**src/design/smam_pkg.sv**
```systemverilog
// shared types and constants for the square matrix sum and product engine
package smam_pkg;

  localparam int DEFAULT_MAX_DIM      = 8;
  localparam int DEFAULT_ELEMENT_BITS = 16;

  // result element and coordinate widths
  localparam int VALUE_W    = 35;
  localparam int COORD_W    = 3;
  localparam int OUT_DATA_W = 48;
  localparam int PAD_W      = OUT_DATA_W - VALUE_W - 2 * COORD_W;

  // configuration channel
  localparam int CFG_INDEX_W = 4;
  localparam int CFG_DATA_W  = 4;

  localparam logic [CFG_INDEX_W-1:0] REG_MATRIX_DIM = 4'd0;
  localparam logic [CFG_INDEX_W-1:0] REG_OP_MODE    = 4'd1;

  localparam logic [CFG_DATA_W-1:0] DIM_RESET = 4'd8;

  typedef enum logic {
    MODE_SUM     = 1'b0,
    MODE_PRODUCT = 1'b1
  } op_mode_t;

  localparam op_mode_t MODE_RESET = MODE_PRODUCT;

  // bookkeeping that travels with each operand pair down the pipeline
  typedef struct packed {
    logic               valid;
    logic               first;
    logic               last;
    logic               final_cell;
    logic [COORD_W-1:0] row;
    logic [COORD_W-1:0] col;
  } tag_t;

endpackage

```
**src/design/smam_mac.sv**
```systemverilog
// shared multiply-accumulate unit with the result output register
module smam_mac #(
  parameter int ELEMENT_BITS = smam_pkg::DEFAULT_ELEMENT_BITS
) (
  input  logic                                 clk,
  input  logic                                 rst,
  input  logic signed [ELEMENT_BITS-1:0]       a_q,
  input  logic signed [ELEMENT_BITS-1:0]       b_q,
  input  smam_pkg::op_mode_t                   op_mode,
  input  smam_pkg::tag_t                       tag_in,
  output logic                                 stall,
  output logic                                 m_tvalid,
  input  logic                                 m_tready,
  // fields from bit 0: result_value[34:0], result_row[37:35], result_col[40:38], zero pad
  output logic [smam_pkg::OUT_DATA_W-1:0]      m_tdata,
  output logic                                 m_tlast
);
  import smam_pkg::*;

  localparam int TERM_W = 2 * ELEMENT_BITS;

  logic signed [TERM_W-1:0]  prod;
  logic signed [TERM_W-1:0]  sum_ab;
  logic signed [TERM_W-1:0]  term;
  logic signed [VALUE_W-1:0] term_v;
  logic signed [VALUE_W-1:0] acc;
  logic signed [VALUE_W-1:0] acc_sum;
  tag_t                      tag2;
  logic [VALUE_W-1:0]        value_q;
  logic [COORD_W-1:0]        row_q;
  logic [COORD_W-1:0]        col_q;
  logic                      last_q;

  assign stall   = m_tvalid && !m_tready;
  assign prod    = a_q * b_q;
  assign sum_ab  = TERM_W'(a_q) + TERM_W'(b_q);
  // exact term sign-extended to the value width; wider sums wrap to the low bits
  assign term_v  = VALUE_W'(term);
  assign acc_sum = tag2.first ? term_v : acc + term_v;

  always_ff @(posedge clk) begin
    if (!stall) begin
      term <= (op_mode == MODE_PRODUCT) ? prod : sum_ab;
      if (tag2.valid) begin
        acc <= acc_sum;
      end
      if (tag2.valid && tag2.last) begin
        value_q <= acc_sum;
        row_q   <= tag2.row;
        col_q   <= tag2.col;
        last_q  <= tag2.final_cell;
      end
    end
  end

  always_ff @(posedge clk) begin
    if (rst) begin
      tag2     <= '0;
      m_tvalid <= 1'b0;
    end else if (!stall) begin
      tag2     <= tag_in;
      m_tvalid <= tag2.valid && tag2.last;
    end
  end

  assign m_tdata = {{PAD_W{1'b0}}, col_q, row_q, value_q};
  assign m_tlast = last_q;

endmodule

```
**config.mk**
```make
export PLATFORM = sky130hd
export DESIGN_NAME = smam_mac
export DESIGN_NICKNAME = d
export VERILOG_FILES = /design/src/design/smam_pkg.sv /design/src/design/smam_mac.sv
export SDC_FILE = /design/constraint.sdc
export NUM_CORES = 1
export LEC_CHECK = 0
export ABC_AREA = 1
export BUFFER_PORTS_ARGS = -buffer_cell sky130_fd_sc_hd__buf_2
export CORE_MARGIN = 2
export CORE_UTILIZATION = 69
export DETAILED_ROUTE_END_ITERATION = 6
export PLACE_DENSITY = 0.91
export SLEW_MARGIN = 10
export SYNTH_ARGS = -nofsm -noshare
export SYNTH_HDL_FRONTEND = slang
export SYNTH_SLANG_ARGS = --single-unit
export TNS_END_PERCENT = 5
```
**constraint.sdc**
```tcl
create_clock -name clk -period 12.5 [get_ports clk]
set_clock_uncertainty 0.15 [all_clocks]
set_input_delay 2.5 -clock clk [delete_from_list [all_inputs] [get_ports clk]]
set_output_delay 2.5 -clock clk [all_outputs]
set_load 0.02 [all_outputs]
```
==> results of run 1 <==
## layout make-up
cell class / count / area [um^2] / area share, %
Clock inverter: 14 / 126 / 0.657
Multi-Input combinational cell: 1599 / 12200 / 63.4
Timing Repair Buffer: 92 / 468 / 2.43
Clock buffer: 18 / 450 / 2.34
Antenna cell: 1 / 2.50 / 0.0130
Sequential cell: 120 / 3490 / 18.2
Inverter: 555 / 2080 / 10.8
Tap cell: 335 / 419 / 2.18
## registers in the layout (all words and copies together), names as in the netlist
register  flops
col_q         3
term         32
acc          35
m_tlast       1
m_tvalid      1
tag2         10
row_q         3
value_q      35
## metal layers
metal	global-route usage, %	share of wire [%]	vias to the layer above
li1	-	-	7153
met1	44.8	37	7434
met2	65.9	50	772
met3	7.09	7.8	206
met4	19.2	5.2	0
met5	0	0	-
## cells in the final DEF (no fill, tap or decap), drive strengths merged, types with 18 or more instances in the layout
master and count:
buf 92, fa 264, o21ai 71, nand2 685, a21oi 107, clkbuf 18
edfxtp 109, ha 133, nand3 98, inv 565, nor2 129, nand4 18
## per-stage QoR
step | hold slack (ns) | setup WS, ns | utilization, % | cell area (um^2) | std cells
floorplan | 0.259 | 4.53 | - | 18000 | 2331
global placement | 0.263 | 4.12 | 72.2 | 18700 | 2701
detailed placement | 0.273 | 3.93 | 72.2 | 18700 | 2701
CTS | 0.289 | 4.36 | 74.5 | 19200 | 2733
global route | 0.297 | 4.07 | 74.5 | 19200 | 2733
finish | 0.288 | 4.27 | 74.5 | 19200 | 2734
## cell families after synthesis
logic type | after synthesis
AO/OA/AOI/OAI | 201
XOR/XNOR | 23
adder cells (fa/ha/maj) | 397
buffers and inverters | 612
flip-flops | 120
other | 1
AND/OR/NAND/NOR | 971
## worst max path at each step
stage	cells after the start	slack [ns]	to	from
6_report	21	4.27	term[24]	b_q[1]
5_1_grt	21	4.07	term[24]	b_q[1]
2_1_floorplan	22	4.53	term[31]	a_q[15]
3_3_place_gp	19	4.12	term[28]	b_q[1]
3_5_place_dp	21	3.93	term[24]	b_q[1]
4_1_cts	21	4.36	term[24]	b_q[1]
==> summary.md, run 1 <==
| Metric | Value |
|---|---|
| Asr flop ratio synth | `0%` |
| Critical Path RT | `12.52 ns` |
| Mux cell area share after synthesis | `0%` |
| Fraction of layout cells with a size suffix above 1 | `5.96%` |
| CTS tree | `done` |
| Post-CTS sizing | `0` |
| Clk buf depth | `2` |
| Hold Crit Class | `flip-flop to flip-flop` |
| Cell Area, Synth | `18000 um^2` |
| Hold Path Origin | `tag2[0]` |
| Htree depth | `4` |
| Synth top area cells | `fa_1, edfxtp_1, nand2_1` |
| Reg clk slew, reported paths | `around 0.070 ns` |
| Vias per cell | `between 5 and 6` |
| Core ar. | `25800 um^2` |
| Fin. max-slew vios | `0` |
| Adder-Cell Fraction of Synth Area | `38.6%` |
| Post-DR wirelength/cell | `18.0 um` |
| Boundary pin count | `97` |
| Final ANT Viol Nets | `0` |
| Total GRT Usage | `37.8%` |
| Initial antenna violation count | `1` |
| Worst-Margin Slew | `1.18 ns` |
| Vias in the first global route | `16281` |
| Root Driver | `clkbuf_16` |
| Max-cap viol count | `0` |
| Synth top area share | `29.4%` |
| Hpwl dp | `roughly 40000 um` |
| Port Buf Inserts | `89` |
| Postcts setup bufs | `0` |
| Global-route wire length before repair | `79300 um` |
| DR DRC count | `0` |
| DR vias | `15565` |
| Die H | `165 um` |
| Worst path most repeated cell | `fa_1` |
| Largest net degree at the start of global routing | `45` |
| Reg2reg path depth | `13` |
| Crit share post-route | `65.9%` |
| Post-synthesis simple-gate area fraction | `a little over a fifth` |
| Synth warn | `0` |
| Count leader, synth | `nand2_1` |
| CP max FO | `17` |
| Initial Util | `69.6%` |
| Row count | `around 60` |
| Final setup violating endpoints | `0` |
| Worst Setup Start Kind | `primary input` |
| Synth Area in XOR/XNOR | `~1.1%` |
| Worst skew pair latency | `0.43 ns` |
| DR pass1 iterations | `7` |
| Setup TNS | `0 ns` |
| Worst EP arrival | `8.25 ns` |
| Worst reg2reg path startpoint | `term[0]` |
| CTS Hold Buffers Added | `0` |
| Grt total ovfl | `0` |
| Post-synth top area cell | `fa_1` |
| Syn-to-layout area delta | `6.98%` |
| CP max stage delay | `0.94 ns` |
| Worst path cell trace | `buf_2 -> nand2_1 -> inv_1 -> fa_1 -> fa_1 -> fa_1 -> fa_1 -> fa_1 -> inv_1 -> fa_1 -> inv_1 -> ha_1 -> nand2_1 -> nor2_1 -> inv_1 -> nor2_1 -> nand4_1 -> nand3_1 -> nand2_1 -> nand3_1 -> nand2_1` |
| Compound-gate portion of the synthesized area | `6.00%` |
| R2R Setup Slk | `9.49 ns` |
| Max Clock Freq | `121 MHz` |
| Cell variety after synth | `39` |
| CTS Buf Count | `17` |
| Worst rel slew slack | `21.4%` |
| RSZ-0062 raised after global routing | `false` |
| Run status | `completed` |
| Hold Path Depth | `0` |
| Final hold vios | `0` |
| Routed WL | `49300 um` |
| Combinational family with the most area after synthesis | `adder cells` |
| Hold Path End | `col_q[0]` |
| Crit-path leading delay family | `adder cells` |
| DR iter-0 viols | `1470` |
| RR Endpoint | `acc[30]` |
| Nets | `between 2000 and 3000` |
| Global placement routability congestion | `0.951` |
| Die area | `roughly 27000 um^2` |
| Fillers | `between 1500 and 2000` |
| Count of state elements after synthesis | `between 100 and 150` |
| Post-synth EDFFs | `about 110` |
| Critical setup path kind | `primary input to flip-flop` |
| Clk sink count | `120` |
| Crit path capture type | `flip-flop` |
| Final min period | `8.23 ns` |
| Main synth FF type | `edfxtp_1` |
| Sequential-to-total area share from yosys stat | `19.4%` |
| CP max stage cell | `fa_1` |
| Syn Area/Cell | `around 7.7 um^2` |
| Mapped Cells | `2325` |
| Buffers plus inverters on the worst setup path | `5` |
| Most common library cells after synthesis | `nand2_1, inv_1, fa_1` |
| Die extent in x | `approximately 170 um` |
Power of run 1 is not shown: default switching activity piles up to over one toggle a cycle in this logic, so the estimate is an artifact.
==> run 2: changes to the inputs <==
- CORE_UTILIZATION: 69 -> 64
- PLACE_DENSITY: 0.91 -> 0.85
- clock period: 12.5 -> 7.6 ns (I/O delays scaled with it)
==> run 2 against run 1 <==
  * Register-to-register slack worse by 5.0 ns
  * Via count is 1.5% lower
  * Global-route usage is 3.5 points lower
  * Setup slack worse by 3.7 ns
  * Final area is 0.73% higher
  * Wire length is 3.4% lower
  * Sequential cell count stayed put
  * First-iteration DRC count is 19% lower
  * Die area is 7.6% higher
  * Critical path depth is 3 lower
  * Non-clock buffer count is 9 higher
  * Clock-buffer cell count stayed put
  * Critical path type unchanged
  * Highest routed layer unchanged
==> summary.md, run 2 (synthesis gave the netlist of run 1 again) <==
| Metric | Value |
|---|---|
| Vias per cell | `5.50 (-3.4%)` |
| Total GRT Usage | `34.3% (-3.5 points)` |
| Final ANT Viol Nets | `0 (unchanged)` |
| Clk sink count | `120 (unchanged)` |
| Reg clk slew, reported paths | `0.07 ns (about the same)` |
| Worst skew pair latency | `0.43 ns (about the same)` |
| DR pass1 iterations | `6 (-1)` |
| Root Driver | `clkbuf_16` |
| Worst Setup Start Kind | `primary input` |
| CP max stage delay | `0.89 ns (-0.05 ns)` |
| Final setup violating endpoints | `0 (unchanged)` |
| Syn-to-layout area delta | `7.76%` |
| Boundary pin count | `97 (unchanged)` |
| Worst-Margin Slew | `1.15 ns (-0.0233 ns)` |
| Hold Path Depth | `0 (unchanged)` |
| Crit path capture type | `flip-flop` |
| Critical Path RT | `7.62 ns (-4.90 ns)` |
| Global placement routability congestion | `0.990 (+4.0%)` |
| Clk buf depth | `2 (unchanged)` |
| Largest net degree at the start of global routing | `45 (unchanged)` |
| Port Buf Inserts | `89 (unchanged)` |
| Worst reg2reg path startpoint | `term[0]` |
| Nets | `2837 (+0.32%)` |
| Grt total ovfl | `0 (unchanged)` |
| Die area | `29500 um^2 (+7.6%)` |
| Initial antenna violation count | `1 (unchanged)` |
| Final min period | `7.05 ns` |
| Placed Instance Area | `18800 um^2 (+0.65%)` |
| Routed WL | `47600 um (-3.4%)` |
| Vias in the first global route | `16204 (-0.47%)` |
| R2R Setup Slk | `4.45 ns (-5.04 ns)` |
| Hold Crit Class | `flip-flop to flip-flop` |
| DR iter-0 viols | `1198 (-19%)` |
| CTS tree | `done` |
| Worst path cell trace | `buf_2 -> nand2_1 -> inv_1 -> fa_1 -> fa_1 -> fa_1 -> fa_1 -> fa_1 -> inv_1 -> fa_1 -> inv_1 -> ha_1 -> a21oi_1 -> o21ai_0 -> a21oi_1 -> nand4_1 -> nand3_1 -> nand2_1` |
| Most frequent cells in the layout | `nand2_1, inv_1, fa_1` |
| Fin. max-slew vios | `0 (unchanged)` |
| DR DRC count | `0 (unchanged)` |
| Max Clock Freq | `142 MHz` |
| Htree depth | `4 (unchanged)` |
| Worst path most repeated cell | `fa_1` |
| Global-route wire length before repair | `78300 um (-1.2%)` |
| Max-cap viol count | `0 (unchanged)` |
| CP max stage cell | `fa_1` |
| Critical setup path kind | `primary input to flip-flop` |
| Die H | `172 um (+3.7%)` |
| Die extent in x | `172 um (+3.7%)` |
| Worst rel slew slack | `23.0% (+1.6 points)` |
| Crit share post-route | `between 90% and 100%` |
| Post-DR wirelength/cell | `17.1 um (-5.2%)` |
| Run status | `completed` |
| RSZ-0062 raised after global routing | `false` |
| Core ar. | `27700 um^2 (+7.2%)` |
| Post-CTS sizing | `0 (unchanged)` |
| Hpwl dp | `38700 um (-4.0%)` |
| Hold Path Origin | `tag2[5]` |
| RR Endpoint | `acc[14]` |
| DR vias | `15329 (-1.5%)` |
| Final Cell Area | `19400 um^2 (+0.73%)` |
| CTS Hold Buffers Added | `0 (unchanged)` |
| Leading registers by flop count | `acc: 35 flops, value_q: 35 flops, term: 32 flops` |
| Fraction of layout cells with a size suffix above 1 | `6.31% (+0.35 points)` |
| Final hold vios | `0 (unchanged)` |
| Reg2reg path depth | `10 (-3)` |
| Hold Path End | `row_q[2]` |
| Row count | `61 (+3.4%)` |
| CTS Buf Count | `17 (unchanged)` |
| Worst EP arrival | `7.06 ns (-1.19 ns)` |
| Initial Util | `64.9% (-4.7 points)` |
| Commonest non-fill, non-tap cell in the layout | `nand2_1` |
| Postcts setup bufs | `0 (unchanged)` |
| Setup TNS | `0 ns (unchanged)` |
| CP max FO | `16 (-1)` |
run 2: cell types whose count changed in the layout (fill, tap and decap cells not counted), moves of 2 or more:
cell	before	now
inv_8	5	2
inv_4	2	0
clkinvlp_4	0	2
buf_4	3	12
inv_6	4	8
run 2: worst max-delay path, delay by kind of cell:
kind                       cells  cell delay, ns
AOI/OAI and AO/OA              3            0.78
adders and majority gates      7            3.68
buffers and inverters          4            0.55
and+or+nand+nor                4            0.51
run 2: how the worst max path moves through the flow:
stage | from | to | slack (ns) | cells after the start
after global placement | b_q[7] | term[31] | 0.29 | 24
final | b_q[2] | term[28] | 0.55 | 18
after CTS | b_q[2] | term[31] | 0.63 | 21
after floorplan | a_q[15] | term[31] | 0.61 | 22
after global routing | a_q[15] | term[31] | 0.34 | 21
after detailed placement | b_q[2] | term[31] | 0.20 | 21
run 2: layout make-up:
type / instances / area (um^2)
Multi-Input combinational cell: 1599 / 12200
Fill cell: 2223 / 8320
Sequential cell: 120 / 3490
Inverter: 555 / 2080
Timing Repair Buffer: 101 / 536
Tap cell: 378 / 473
Clock buffer: 18 / 450
Clock inverter: 14 / 146
Antenna cell: 1 / 2.50
run 2: stage by stage:
step	instances	hold WS (ns)	utilization, %	setup WS [ns]
2_1_floorplan	2331	0.259	-	0.610
3_3_place_gp	2753	0.262	67.8	0.293
3_5_place_dp	2753	0.266	67.8	0.196
4_1_cts	2785	0.281	70.0	0.631
5_1_grt	2785	0.300	70.0	0.338
6_report	2786	0.284	70.0	0.554
run 2: routing by layer:
metal	part of all wire, %	global-route usage, %
met5	0	0
met4	3.9	14.4
met3	7.8	6.56
met2	50	61.3
met1	38	40.4
Power of run 2 is left out for the same reason.
==> run 3: changes to the inputs <==
- BUFFER_PORTS_ARGS: -buffer_cell sky130_fd_sc_hd__buf_2 -> -buffer_cell sky130_fd_sc_hd__buf_4
- CORE_MARGIN: 2 -> unset
==> run 3 against run 2 <==
  * Critical path depth up 3
  * Via count grew 0.31%
  * Global-route usage grew 0.92 points
  * Sequential share of layout area is 0.14 points lower
  * Register-to-register slack improved by 0.13 ns
  * First-iteration DRC count is 0.17% higher
  * The flow now finishes with violations (design-rule violations)
  * Clock-buffer cell count unchanged
  * Setup slack got worse by 0.074 ns
  * Non-clock buffer count decreased by 6
  * Wire length decreased by 0.26%
==> summary.md, run 3 (synthesis gave the netlist of run 1 again) <==
| Metric | Value |
|---|---|
| Worst rel slew slack | `23.3% (+0.29 points)` |
| Grt total ovfl | `0 (unchanged)` |
| Fraction of layout cells with a size suffix above 1 | `6.08% (-0.23 points)` |
| Die area | `28800 um^2 (-2.3%)` |
| Max-cap viol count | `0 (unchanged)` |
| Clk buf depth | `2 (unchanged)` |
| RSZ-0062 raised after global routing | `false` |
| Nets | `2831 (-0.21%)` |
| Total GRT Usage | `35.2% (+0.92 points)` |
| Global placement routability congestion | `0.974 (-1.6%)` |
| Hpwl dp | `38900 um (+0.48%)` |
| Initial antenna violation count | `0 (-1)` |
| Global-route wire length before repair | `78400 um (about the same)` |
| Worst EP arrival | `7.15 ns (+0.09 ns)` |
| Reg clk slew, reported paths | `0.06 ns (about the same)` |
| DR pass1 iterations | `7 (+1)` |
| Boundary pin count | `97 (unchanged)` |
| Diode count | `0 (-1)` |
| Syn-to-layout area delta | `8.61%` |
| Htree depth | `4 (unchanged)` |
| Routed WL | `47500 um (-0.26%)` |
| DR DRC count | `1 (+1)` |
| Final ANT Viol Nets | `0 (unchanged)` |
| DR vias | `15376 (+0.31%)` |
| Vias in the first global route | `16005 (-1.2%)` |
| Initial Util | `64.9% (unchanged)` |
| Postcts setup bufs | `0 (unchanged)` |
| Root Driver | `clkbuf_16` |
| Clk sink count | `120 (unchanged)` |
| Die H | `170 um (-1.2%)` |
| CP max FO | `18 (+2)` |
| Most frequent cells in the layout | `nand2_1, inv_1, fa_1` |
| Die extent in x | `170 um (-1.2%)` |
| Final min period | `7.12 ns (+0.0740 ns)` |
| Run status | `finished, violations left` |
| Fillers | `2272 (+2.2%)` |
| CTS Buf Count | `17 (unchanged)` |
| Critical setup path kind | `primary input to flip-flop` |
| Hold Path Depth | `0 (unchanged)` |
| Max Clock Freq | `140 MHz (-1.0%)` |
| CTS tree | `done` |
| Worst-Margin Slew | `1.15 ns (-0.00440 ns)` |
| Hold Path End | `row_q[0]` |
| Hold Crit Class | `flip-flop to flip-flop` |
| Commonest non-fill, non-tap cell in the layout | `nand2_1` |
| Largest net degree at the start of global routing | `45 (unchanged)` |
| Failing checks | `design-rule violations` |
| Fin. max-slew vios | `0 (unchanged)` |
| Leading registers by flop count | `acc: 35 flops, value_q: 35 flops, term: 32 flops` |
| Vias per cell | `5.53 (+0.56%)` |
| Worst reg2reg path startpoint | `term[0]` |
| Post-CTS sizing | `0 (unchanged)` |
| Crit path capture type | `flip-flop` |
| RR Endpoint | `value_q[14]` |
| Final setup violating endpoints | `0 (unchanged)` |
| Core ar. | `27700 um^2 (unchanged)` |
| CTS Hold Buffers Added | `0 (unchanged)` |
| Worst skew pair latency | `0.43 ns (about the same)` |
| Crit share post-route | `93.7% (+0.97 points)` |
| Post-DR wirelength/cell | `17.1 um (about the same)` |
| Setup TNS | `0 ns (unchanged)` |
| DR iter-0 viols | `1200 (+0.17%)` |
| Critical Path RT | `7.63 ns (about the same)` |
| Row count | `61 (unchanged)` |
| Worst Setup Start Kind | `primary input` |
| Hold Path Origin | `tag2[3]` |
| R2R Setup Slk | `4.58 ns (+0.13 ns)` |
| Reg2reg path depth | `10 (unchanged)` |
| Port Buf Inserts | `89 (unchanged)` |
| Final hold vios | `0 (unchanged)` |
run 3: cell count changes in the layout (fill, tap and decap cells not counted), moves of 2 or more:
| cell | previous run | this run |
|---|---|---|
| buf_2 | 89 | 0 |
| buf_4 | 12 | 95 |
| clkinv_4 | 1 | 3 |
| clkinvlp_4 | 2 | 0 |
| inv_6 | 8 | 6 |
run 3: cell type report:
class / count / area [um^2] / share of cell area, %
multi-input combinational: 1599 / 12200 / 62.4
clock inverter: 14 / 124 / 0.634
tap: 378 / 473 / 2.42
timing repair buffer: 95 / 713 / 3.65
sequential: 120 / 3490 / 17.9
inverter: 555 / 2080 / 10.7
clock buffer: 18 / 450 / 2.31
run 3: worst max-delay path by stage:
stage / from / endpoint / slack, ns / cells past startpoint
final: a_q[15] / term[30] / 0.48 / 21
after global routing: a_q[15] / term[30] / 0.16 / 21
after CTS: a_q[15] / term[30] / 0.52 / 21
after detailed placement: a_q[15] / term[30] / 0.07 / 21
after global placement: a_q[15] / term[30] / 0.21 / 21
after floorplan: a_q[15] / term[31] / 0.61 / 22
run 3: worst max-delay path, stage by stage:
cell,delay (ns)
buf_4,0.18
nand2_1,0.12
inv_1,0.10
fa_1,0.66
fa_1,0.92
fa_1,0.61
fa_1,0.53
inv_1,0.05
fa_1,0.48
inv_1,0.05
fa_1,0.43
ha_1,0.37
nand2_1,0.09
nor2_1,0.17
nand2_1,0.10
nor4_1,0.34
nand2_1,0.13
nand2_1,0.09
nand2_1,0.05
nand3_1,0.06
nand2_1,0.06
run 3: per-layer routing:
metal | part of all wire [%] | routed length, um | GRT usage [%]
met5 | 0 | 0 | 0
met4 | 4.3 | 2060 | 15.8
met3 | 7.4 | 3530 | 5.27
met2 | 50 | 23800 | 62.7
met1 | 38 | 18100 | 42.1
run 3: through the flow:
step	setup slack (ns)	cell area (um^2)	cells	hold WS [ns]	utilization [%]
3_5_place_dp	0.0685	19000	2747	0.267	68.4
4_1_cts	0.516	19500	2779	0.283	70.5
2_1_floorplan	0.610	18000	2331	0.259	-
6_report	0.480	19500	2779	0.283	70.5
5_1_grt	0.159	19500	2779	0.292	70.5
3_3_place_gp	0.208	19000	2747	0.262	68.4
Power of run 3 is left out for the same reason.
